$ cat config.mk
export PLATFORM = sky130hd
export DESIGN_NAME = xml_entity_decoder
export DESIGN_NICKNAME = d
export VERILOG_FILES = /design/src/xed_pkg.sv /design/src/xed_front.sv /design/src/xed_queue.sv /design/src/xed_back.sv /design/src/xml_entity_decoder.sv
export VERILOG_INCLUDE_DIRS = /design/src /design/src/src
export SDC_FILE = /design/constraint.sdc
export NUM_CORES = 1
export LEC_CHECK = 0
export CAP_MARGIN = 20
export CORE_UTILIZATION = 60
export DETAILED_ROUTE_END_ITERATION = 10
export DONT_BUFFER_PORTS = 1
export PLACE_DENSITY = 0.73
export RECOVER_POWER = 25
export SLEW_MARGIN = 20
export SYNTH_ARGS = -nofsm -noshare
export SYNTH_HDL_FRONTEND = slang
export SYNTH_SLANG_ARGS = --single-unit
$ cat constraint.sdc
create_clock -name clk_i -period 11.15 [get_ports clk_i]
set_input_delay 0 -clock clk_i [delete_from_list [all_inputs] [get_ports clk_i]]
set_output_delay 0 -clock clk_i [all_outputs]
set_load 0.05 [all_outputs]
$ cat src/xml_entity_decoder_defines.svh
// Assertion helpers shared by the decoder modules.
`ifndef XML_ENTITY_DECODER_DEFINES_SVH
`define XML_ENTITY_DECODER_DEFINES_SVH

// Checked on every clock edge outside reset.
`define XED_ASSERT(lbl, prop, msg) \
  lbl: assert property (@(posedge clk_i) disable iff (!rst_ni) prop) else $error(msg);

// Checked on every clock edge, reset included.
`define XED_ASSERT_ALWAYS(lbl, prop, msg) \
  lbl: assert property (@(posedge clk_i) prop) else $error(msg);

`endif

$ cat src/xed_pkg.sv
package xed_pkg;

  localparam int unsigned NameMaxDef    = 4;
  localparam int unsigned QueueDepthDef = 2;
  localparam int unsigned NumNames      = 6;
  localparam int unsigned LenW          = 4;

  localparam logic [7:0] CH_AMP  = 8'h26;
  localparam logic [7:0] CH_SEMI = 8'h3b;
  localparam logic [7:0] CH_HASH = 8'h23;

  // Entity names, first character in the low byte.
  localparam logic [NumNames-1:0][31:0] ENT_NAME = '{
    "touq",
    {16'h0000, "tg"},
    {16'h0000, "tl"},
    "sopa",
    {8'h00, "pma"},
    "psbn"
  };
  localparam logic [NumNames-1:0][LenW-1:0] ENT_LEN = '{
    4'd4, 4'd2, 4'd2, 4'd4, 4'd3, 4'd4
  };
  localparam logic [NumNames-1:0][7:0] ENT_CHAR = '{
    8'h22, 8'h3e, 8'h3c, 8'h27, 8'h26, 8'h20
  };

  typedef struct packed {
    logic       flush;     // emit '&' and the buffered name first
    logic       tail_vld;  // then one trailing character
    logic [7:0] tail;
    logic       last;      // request ends the stream
  } cmd_ctrl_t;

  typedef struct packed {
    logic       hit;
    logic [7:0] ch;
  } lookup_t;

  function automatic logic is_name_char(input logic [7:0] c);
    return (c >= 8'h61 && c <= 8'h7a) || (c >= 8'h41 && c <= 8'h5a) ||
           (c >= 8'h30 && c <= 8'h39) || (c == CH_HASH);
  endfunction

  function automatic lookup_t ent_lookup(input logic [31:0] nm, input logic [LenW-1:0] len);
    lookup_t    res;
    logic [31:0] mask;
    res = '0;
    for (int i = 0; i < NumNames; i++) begin
      mask = (ENT_LEN[i] == 4'd4) ? 32'hffff_ffff :
             (ENT_LEN[i] == 4'd3) ? 32'h00ff_ffff : 32'h0000_ffff;
      if (len == ENT_LEN[i] && ((nm & mask) == ENT_NAME[i])) begin
        res.hit = 1'b1;
        res.ch  = ENT_CHAR[i];
      end
    end
    return res;
  endfunction

endpackage

$ cat src/xed_front.sv
`include "xml_entity_decoder_defines.svh"

module xed_front #(
  parameter int unsigned NAME_MAX = xed_pkg::NameMaxDef,
  localparam int unsigned CW = $clog2(NAME_MAX + 1),
  localparam int unsigned NW = $clog2(NAME_MAX)
) (
  input  logic                    clk_i,
  input  logic                    rst_ni,
  input  logic                    accept_i,
  input  logic [7:0]              in_byte_i,
  input  logic                    in_last_i,
  output logic                    push_o,
  output xed_pkg::cmd_ctrl_t      ctrl_o,
  output logic [CW-1:0]           cnt_o,
  output logic [NAME_MAX*8-1:0]   name_o
);

  logic            in_ent_q, in_ent_d;
  logic [CW-1:0]   cnt_q, cnt_d;
  logic [7:0]      name_q [NAME_MAX];
  logic            name_ch;
  logic            room;
  logic            store;
  xed_pkg::lookup_t lk;

  assign name_ch = xed_pkg::is_name_char(in_byte_i);
  assign room    = cnt_q < CW'(NAME_MAX);
  assign store   = accept_i && in_ent_q && name_ch && room;

  // Name snapshot including a character stored this cycle.
  always_comb begin
    for (int i = 0; i < NAME_MAX; i++) begin
      name_o[i*8 +: 8] = (store && cnt_q == CW'(i)) ? in_byte_i : name_q[i];
    end
  end

  assign lk = xed_pkg::ent_lookup(name_o[31:0], xed_pkg::LenW'(cnt_q));

  always_comb begin
    push_o          = 1'b0;
    ctrl_o          = '0;
    ctrl_o.last     = in_last_i;
    cnt_o           = cnt_q;
    in_ent_d        = in_ent_q;
    cnt_d           = cnt_q;
    if (accept_i) begin
      if (in_ent_q) begin
        if (name_ch) begin
          if (room) begin
            cnt_d = cnt_q + CW'(1);
            if (in_last_i) begin
              push_o       = 1'b1;
              ctrl_o.flush = 1'b1;
              cnt_o        = cnt_q + CW'(1);
              in_ent_d     = 1'b0;
            end
          end else begin
            push_o          = 1'b1;
            ctrl_o.flush    = 1'b1;
            ctrl_o.tail_vld = 1'b1;
            ctrl_o.tail     = in_byte_i;
            in_ent_d        = 1'b0;
          end
        end else if (in_byte_i == xed_pkg::CH_SEMI) begin
          push_o          = 1'b1;
          ctrl_o.tail_vld = 1'b1;
          if (lk.hit) begin
            ctrl_o.tail  = lk.ch;
          end else begin
            ctrl_o.flush = 1'b1;
            ctrl_o.tail  = in_byte_i;
          end
          in_ent_d = 1'b0;
        end else if (in_byte_i == xed_pkg::CH_AMP) begin
          // old name goes out, a fresh entity opens unless this is the last byte
          push_o       = 1'b1;
          ctrl_o.flush = 1'b1;
          cnt_d        = '0;
          if (in_last_i) begin
            ctrl_o.tail_vld = 1'b1;
            ctrl_o.tail     = in_byte_i;
            in_ent_d        = 1'b0;
          end
        end else begin
          push_o          = 1'b1;
          ctrl_o.flush    = 1'b1;
          ctrl_o.tail_vld = 1'b1;
          ctrl_o.tail     = in_byte_i;
          in_ent_d        = 1'b0;
        end
      end else if (in_byte_i == xed_pkg::CH_AMP && !in_last_i) begin
        in_ent_d = 1'b1;
        cnt_d    = '0;
      end else begin
        push_o          = 1'b1;
        ctrl_o.tail_vld = 1'b1;
        ctrl_o.tail     = in_byte_i;
      end
      if (!in_ent_d) begin
        cnt_d = '0;
      end
    end
  end

  always_ff @(posedge clk_i or negedge rst_ni) begin
    if (!rst_ni) begin
      in_ent_q <= 1'b0;
      cnt_q    <= '0;
    end else begin
      in_ent_q <= in_ent_d;
      cnt_q    <= cnt_d;
    end
  end

  always_ff @(posedge clk_i) begin
    if (store) begin
      name_q[cnt_q[NW-1:0]] <= in_byte_i;
    end
  end

  `XED_ASSERT(a_idle_no_name, !in_ent_q |-> cnt_q == '0, "name count set outside an entity")
  `XED_ASSERT(a_cnt_bound, cnt_q <= CW'(NAME_MAX), "name count above limit")
  `XED_ASSERT(a_silent_only_in_name, accept_i && !push_o |=> in_ent_q,
              "silent request left the entity closed")

endmodule

$ cat src/xed_queue.sv
`include "xml_entity_decoder_defines.svh"

module xed_queue #(
  parameter int unsigned WIDTH = 8,
  parameter int unsigned DEPTH = xed_pkg::QueueDepthDef,
  localparam int unsigned PW = (DEPTH > 1) ? $clog2(DEPTH) : 1,
  localparam int unsigned CNTW = $clog2(DEPTH + 1)
) (
  input  logic             clk_i,
  input  logic             rst_ni,
  input  logic             push_i,
  input  logic [WIDTH-1:0] data_i,
  output logic             full_o,
  input  logic             pop_i,
  output logic             vld_o,
  output logic [WIDTH-1:0] data_o
);

  logic [WIDTH-1:0] mem_q [DEPTH];
  logic [PW-1:0]    wr_q, wr_d, rd_q, rd_d;
  logic [CNTW-1:0]  cnt_q, cnt_d;

  assign full_o = cnt_q == CNTW'(DEPTH);
  assign vld_o  = cnt_q != '0;
  assign data_o = mem_q[rd_q];

  always_comb begin
    wr_d  = wr_q;
    rd_d  = rd_q;
    cnt_d = cnt_q;
    if (push_i) begin
      wr_d = (wr_q == PW'(DEPTH - 1)) ? '0 : wr_q + PW'(1);
    end
    if (pop_i) begin
      rd_d = (rd_q == PW'(DEPTH - 1)) ? '0 : rd_q + PW'(1);
    end
    if (push_i && !pop_i) begin
      cnt_d = cnt_q + CNTW'(1);
    end else if (pop_i && !push_i) begin
      cnt_d = cnt_q - CNTW'(1);
    end
  end

  always_ff @(posedge clk_i or negedge rst_ni) begin
    if (!rst_ni) begin
      wr_q  <= '0;
      rd_q  <= '0;
      cnt_q <= '0;
    end else begin
      wr_q  <= wr_d;
      rd_q  <= rd_d;
      cnt_q <= cnt_d;
    end
  end

  always_ff @(posedge clk_i) begin
    if (push_i) begin
      mem_q[wr_q] <= data_i;
    end
  end

  `XED_ASSERT(a_no_overflow, push_i |-> !full_o, "push into a full queue")
  `XED_ASSERT(a_no_underflow, pop_i |-> vld_o, "pop from an empty queue")
  // an edge seen in reset leaves the queue empty at the next edge
  `XED_ASSERT_ALWAYS(a_reset_empty, !rst_ni |=> cnt_q == '0, "queue not empty after reset")

endmodule

$ cat src/xed_back.sv
`include "xml_entity_decoder_defines.svh"

module xed_back #(
  parameter int unsigned NAME_MAX = xed_pkg::NameMaxDef,
  localparam int unsigned CW = $clog2(NAME_MAX + 1),
  localparam int unsigned NW = $clog2(NAME_MAX),
  localparam int unsigned IW = $clog2(NAME_MAX + 2)
) (
  input  logic                  clk_i,
  input  logic                  rst_ni,
  input  logic                  head_vld_i,
  input  xed_pkg::cmd_ctrl_t    ctrl_i,
  input  logic [CW-1:0]         cnt_i,
  input  logic [NAME_MAX*8-1:0] name_i,
  output logic                  pop_o,
  output logic                  out_valid_o,
  input  logic                  out_ready_i,
  output logic [7:0]            out_byte_o,
  output logic                  run_last_o,
  output logic                  stream_last_o
);

  logic [IW-1:0] idx_q, idx_d;
  logic [IW-1:0] last_idx;
  logic [IW-1:0] idx_m1;
  logic          emit;
  logic          el_last;
  logic [7:0]    el_byte;
  logic          out_valid_q;
  logic [7:0]    out_byte_q;
  logic          run_last_q, stream_last_q;

  // sequence: '&', name[0..cnt-1] when flushing, then the tail character if tail_vld is set
  assign last_idx = ctrl_i.flush ? (IW'(cnt_i) + IW'(ctrl_i.tail_vld)) : '0;
  assign idx_m1   = idx_q - IW'(1);
  assign el_last  = idx_q == last_idx;
  assign emit     = head_vld_i && (!out_valid_q || out_ready_i);
  assign pop_o    = emit && el_last;

  always_comb begin
    if (ctrl_i.flush && idx_q == '0) begin
      el_byte = xed_pkg::CH_AMP;
    end else if (ctrl_i.flush && idx_q <= IW'(cnt_i)) begin
      el_byte = name_i[idx_m1[NW-1:0]*8 +: 8];
    end else begin
      el_byte = ctrl_i.tail;
    end
  end

  always_comb begin
    idx_d = idx_q;
    if (pop_o) begin
      idx_d = '0;
    end else if (emit) begin
      idx_d = idx_q + IW'(1);
    end
  end

  always_ff @(posedge clk_i or negedge rst_ni) begin
    if (!rst_ni) begin
      idx_q       <= '0;
      out_valid_q <= 1'b0;
    end else begin
      idx_q <= idx_d;
      if (emit) begin
        out_valid_q <= 1'b1;
      end else if (out_ready_i) begin
        out_valid_q <= 1'b0;
      end
    end
  end

  always_ff @(posedge clk_i) begin
    if (emit) begin
      out_byte_q    <= el_byte;
      run_last_q    <= el_last;
      stream_last_q <= el_last && ctrl_i.last;
    end
  end

  assign out_valid_o   = out_valid_q;
  assign out_byte_o    = out_byte_q;
  assign run_last_o    = run_last_q;
  assign stream_last_o = stream_last_q;

  `XED_ASSERT(a_idx_in_range, head_vld_i |-> idx_q <= last_idx, "element index past request end")
  `XED_ASSERT(a_idx_idle, !head_vld_i |-> idx_q == '0, "element index set with no request")
  `XED_ASSERT(a_stream_end, out_valid_q && stream_last_q |-> run_last_q,
              "stream end on a non-final element")

endmodule

$ cat src/xml_entity_decoder.sv
// XML entity decoder: bytes in, decoded bytes out, valid/ready on both sides.
// Input: in_byte_i with in_last_i marking the final stream byte. One byte is
// accepted per cycle while the request queue has room.
// Output: out_byte_o per result, run_last_o on the last result of one input
// byte, stream_last_o on the last result of the stream.
// The front end tracks the open entity and its buffered name and pushes one
// request per result-producing byte into a small queue; the back end expands
// each request into output bytes through an output register, one per cycle
// while the receiver is ready. An input byte reaches the output through the
// request queue and the output register. Throughput: 1 input byte per cycle
// while the receiver is ready and each byte yields one result; a flush of '&'
// plus n buffered name chars plus the ending byte gives up to NAME_MAX + 2
// output bytes, and the front end keeps taking input until the queue is full.
// A '&' outside an entity, or a buffered name char, yields no result unless it is the last byte.
// Reset clears the entity state, the queue and the output register; no
// result is pending after reset. When the receiver holds out_ready_i low the
// output register holds, the queue fills and in_ready_o drops.
module xml_entity_decoder #(
  parameter int unsigned NAME_MAX    = xed_pkg::NameMaxDef,
  parameter int unsigned QUEUE_DEPTH = xed_pkg::QueueDepthDef
) (
  input  logic       clk_i,
  input  logic       rst_ni,
  input  logic       in_valid_i,
  output logic       in_ready_o,
  input  logic [7:0] in_byte_i,
  input  logic       in_last_i,
  output logic       out_valid_o,
  input  logic       out_ready_i,
  output logic [7:0] out_byte_o,
  output logic       run_last_o,
  output logic       stream_last_o
);

  localparam int unsigned CW = $clog2(NAME_MAX + 1);
  localparam int unsigned NB = NAME_MAX * 8;
  localparam int unsigned QW = $bits(xed_pkg::cmd_ctrl_t) + CW + NB;

  logic               accept;
  logic               push, full, pop, head_vld;
  xed_pkg::cmd_ctrl_t f_ctrl, b_ctrl;
  logic [CW-1:0]      f_cnt, b_cnt;
  logic [NB-1:0]      f_name, b_name;
  logic [QW-1:0]      q_wdata, q_rdata;

  assign in_ready_o = !full;
  assign accept     = in_valid_i && in_ready_o;

  xed_front #(
    .NAME_MAX (NAME_MAX)
  ) u_front (
    .clk_i     (clk_i),
    .rst_ni    (rst_ni),
    .accept_i  (accept),
    .in_byte_i (in_byte_i),
    .in_last_i (in_last_i),
    .push_o    (push),
    .ctrl_o    (f_ctrl),
    .cnt_o     (f_cnt),
    .name_o    (f_name)
  );

  assign q_wdata = {f_ctrl, f_cnt, f_name};
  assign {b_ctrl, b_cnt, b_name} = q_rdata;

  xed_queue #(
    .WIDTH (QW),
    .DEPTH (QUEUE_DEPTH)
  ) u_queue (
    .clk_i  (clk_i),
    .rst_ni (rst_ni),
    .push_i (push),
    .data_i (q_wdata),
    .full_o (full),
    .pop_i  (pop),
    .vld_o  (head_vld),
    .data_o (q_rdata)
  );

  xed_back #(
    .NAME_MAX (NAME_MAX)
  ) u_back (
    .clk_i         (clk_i),
    .rst_ni        (rst_ni),
    .head_vld_i    (head_vld),
    .ctrl_i        (b_ctrl),
    .cnt_i         (b_cnt),
    .name_i        (b_name),
    .pop_o         (pop),
    .out_valid_o   (out_valid_o),
    .out_ready_i   (out_ready_i),
    .out_byte_o    (out_byte_o),
    .run_last_o    (run_last_o),
    .stream_last_o (stream_last_o)
  );

endmodule
==> impl_metrics.toml <==
[yosys]
yosysUniqueCellTypes = 57
avgSynthCellArea_um2 = 13.1
synthCells = 544
yosys_warnings = 0
seq_area_frac_synth_pct = 60.8
yosys.area.top_type = "edfxtp_1"
postSynth.asyncResetShare_pct = 8.22
synth_top_area_share_pct = 56.6
synth-seq-cells = 146
syn_nets = 570
synth_area_leaders = "edfxtp_1 57%, mux4_2 5.1%, dfrtp_1 4.2%"
synth_edf_count = 134
synthFlopType = "edfxtp_1"
synthesis.area_mm2 = 0.00711

[power_and_ir_drop]
power_frac_seq_pct = 45.0
swShare_pct = 32.0
p_total_mw = 1.89
pwr-share-clk_pct = 29.2
peakVddDrop_v = 0.000240
power.density_mw_per_mm2 = 239
p_int_mw = 1.29
power.leakage_nw = 2.70
p_sw_uw = 605
combPwrFrac_pct = 25.8

[route]
drc = 0
postRouteAntennaNets = 0
wire_per_inst_um = 24.2
wirelength_um = 17100
vias = 4731
drtIter0Drc = 598
firstDrtPassIters = 5
via_per_inst = 6.68

[placement]
placed_area_mm2 = 0.00722
dp_hpwl_um = 11600
port-buffer-count = 0
gp_congestion = 0.931

[sta]
slew_viol_final = 0
fmax_ghz = 0.232
finalHoldViolCount = 0
fin_setup_tns_ns = 0
finalCriticalPeriod_ns = 4.31
min_period_over_period_pct = 38.6
tightest_slew_ns = 1.03
relSlewSlack_pct = 31.3
setup_viol = 0
finClkSkew_ns = 0.00819
fin_hold_ws_ns = 0.0364
rsz0062_at_grt = "false"

[global_route]
grt_pass1_wl_um = 26800
track_usage_pct = 29.7
grt_pass1_vias = 4719
grt_max_degree = 47
antenna_found_initial = 0
overflow = 0

[clocking]
clkSlewWorstSetupHoldPaths_ns = 0.06
clk_latency_ns = 0.42
cts_inserted_buffers = 17
holdBufCountCts = 12
clock-sinks = 146
clockRootBuffer = "clkbuf_16"
cts_tree = "yes"
post_cts.repair.setup_buffers = 0
htree_levels = 4
clockBufferDepth = 2
ctsResizeCount = 0

[outcome]
status = "complete, no violations"

[setup_path]
crit_type = "register to register"
cp_max_fo = 20
path_delay_family = "simple AND/OR/NAND/NOR gates"
crit_slowest_cell = "and2_0"
path_buf_inv = 0
critical_path_required_ns = 11.29
cp_data_arrival_time_ns = 4.44
worstSetupStartpointType = "register"
path_cells = "nand2b_1 -> and2_0 -> nand3_1 -> nor2_2 -> mux2_2 -> nor4_1 -> nand4b_1 -> o21ai_0"
max_stage_delay_ns = 0.82
cp-end-kind = "register"

[layout]
fillers = 777
antenna_cells = 0
finalNetCount = 580
stdcell_area_mm2 = 0.00792
register_area_mm2 = 0.00433
area.growth.synth_to_final_pct = 11.3
multiInputGateArea_mm2 = 0.00263
drive_above_1_share_pct = 14.3

[die]
core-area_mm2 = 0.0115
dieArea_mm2 = 0.0123
fp.dieW_um = 111
fp.dieH_um = 111
io_pins = 25
initial_utilization_pct = 62.0
fp-row-count = 39

[job]
max-cap-violations = 0

[min_path]
hp-class = "input pin to async pin"
==> through the flow <==
stage | util (%) | instances | setup WS [ns]
finish | 69.0 | 708 | 6.84
global route | 69.0 | 708 | 6.52
CTS | 69.0 | 708 | 7.14
detailed placement | 63.0 | 666 | 7.15
global placement | 63.0 | 666 | 7.37
floorplan | - | 544 | 7.03
==> cells in the mapped netlist, types with 6 or more instances <==
master	instances
a211oi_1	15
a21oi_1	17
a22oi_1	10
and2_1	6
and3_1	9
clkbuf_1	18
dfrtp_1	12
edfxtp_1	134
ha_1	13
inv_1	12
mux2_2	22
mux2i_1	13
mux4_2	16
nand2_1	51
nand2b_1	6
nand3_1	19
nand4_1	11
nor2_1	28
nor2b_1	15
nor3_1	7
o211ai_1	6
o21ai_0	27
==> registers in the layout, summed over array words and instances, names as in the netlist <==
| register | flops |
|---|---|
| u_queue.cnt_q | 2 |
| u_queue.mem_q | 92 |
| u_queue.rd_q | 1 |
| u_queue.wr_q | 1 |
| u_back.out_valid_o | 1 |
| u_back.run_last_o | 1 |
| u_front.in_ent_q | 1 |
| u_back.out_byte_o | 8 |
| u_back.idx_q | 3 |
| u_back.stream_last_o | 1 |
| u_front.cnt_q | 3 |
| u_front.name_q | 32 |
==> kinds of logic after synthesis <==
logic type	after synthesis	share of synthesized area [%]
AOI/OAI and AO/OA	94	8.53
muxes	51	10.4
and+or+nand+nor	192	14.5
buffers and inverters	39	2.34
DFF	146	60.8
adders and majority gates	13	2.29
xor gates and xnor gates	9	1.11
==> placed cells by master (no fill, tap or decap), types with 4 or more instances in the layout <==
master | netlist | layout
a211oi_1 | 15 | 15
a21oi_1 | 17 | 17
a22oi_1 | 10 | 10
and3_1 | 9 | 9
buf_4 | 0 | 6
clkbuf_16 | 0 | 17
dfrtp_1 | 12 | 11
dlygate4sd3_1 | 0 | 12
edfxtp_1 | 134 | 134
ha_1 | 13 | 13
inv_1 | 12 | 12
mux2_2 | 22 | 22
mux2i_1 | 13 | 13
mux4_2 | 16 | 16
nand2_1 | 51 | 51
nand2b_1 | 6 | 6
nand3_1 | 19 | 19
nand4_1 | 11 | 11
nor2_1 | 28 | 27
nor2b_1 | 15 | 15
nor3_1 | 7 | 7
nor3b_1 | 4 | 4
nor4_1 | 4 | 4
o211ai_1 | 6 | 6
o21ai_0 | 27 | 27
or2_2 | 5 | 5
or4_1 | 5 | 5
xnor2_1 | 5 | 5
xor2_1 | 4 | 4
==> power groups by stage <==
| stage | registers, mW | logic [mW] | clock network (mW) |
|---|---|---|---|
| 2_1_floorplan | 0.854 | 0.378 | 0 |
| 3_3_place_gp | 0.855 | 0.470 | 0 |
| 3_5_place_dp | 0.862 | 0.481 | 0 |
| 4_1_cts | 0.851 | 0.492 | 0.558 |
| 5_1_grt | 0.860 | 0.534 | 0.582 |
| 6_report | 0.851 | 0.489 | 0.553 |
==> final cells by class <==
| type | count | share of cell area [%] |
|---|---|---|
| well taps | 143 | 2.26 |
| flip-flops and latches | 146 | 54.6 |
| repair buffers | 18 | 2.09 |
| clock inverters | 11 | 1.75 |
| multi-input cells | 359 | 33.2 |
| inverters | 12 | 0.569 |
| clock buffers | 19 | 5.47 |
==> layer usage <==
| metal | vias up | track usage (%) | wire (um) |
|---|---|---|---|
| li1 | 2130 | - | - |
| met1 | 2349 | 43.4 | 7630 |
| met2 | 219 | 43.1 | 7730 |
| met3 | 33 | 6.78 | 1260 |
| met4 | 0 | 12.4 | 523 |
| met5 | - | 0 | 0 |
==> worst paths after layout <==
path | start | end | slack [ns] | cells after the start
worst min-delay path | rst_ni | u_front.cnt_q[0] | 0.04 | 1
worst min register to register | u_queue.cnt_q[1] | u_queue.cnt_q[1] | 0.54 | 1
max in group asynchronous | rst_ni | u_queue.rd_q | 10.64 | 1
worst max-delay path | u_queue.cnt_q[0] | u_queue.mem_q[1][45] | 6.84 | 8
worst max register to register | u_queue.cnt_q[0] | u_queue.mem_q[1][45] | 6.84 | 8
min in group clk_i | in_byte_i[3] | u_front.cnt_q[2] | 0.04 | 4
Note: power is estimated with default switching activity, not from simulation.
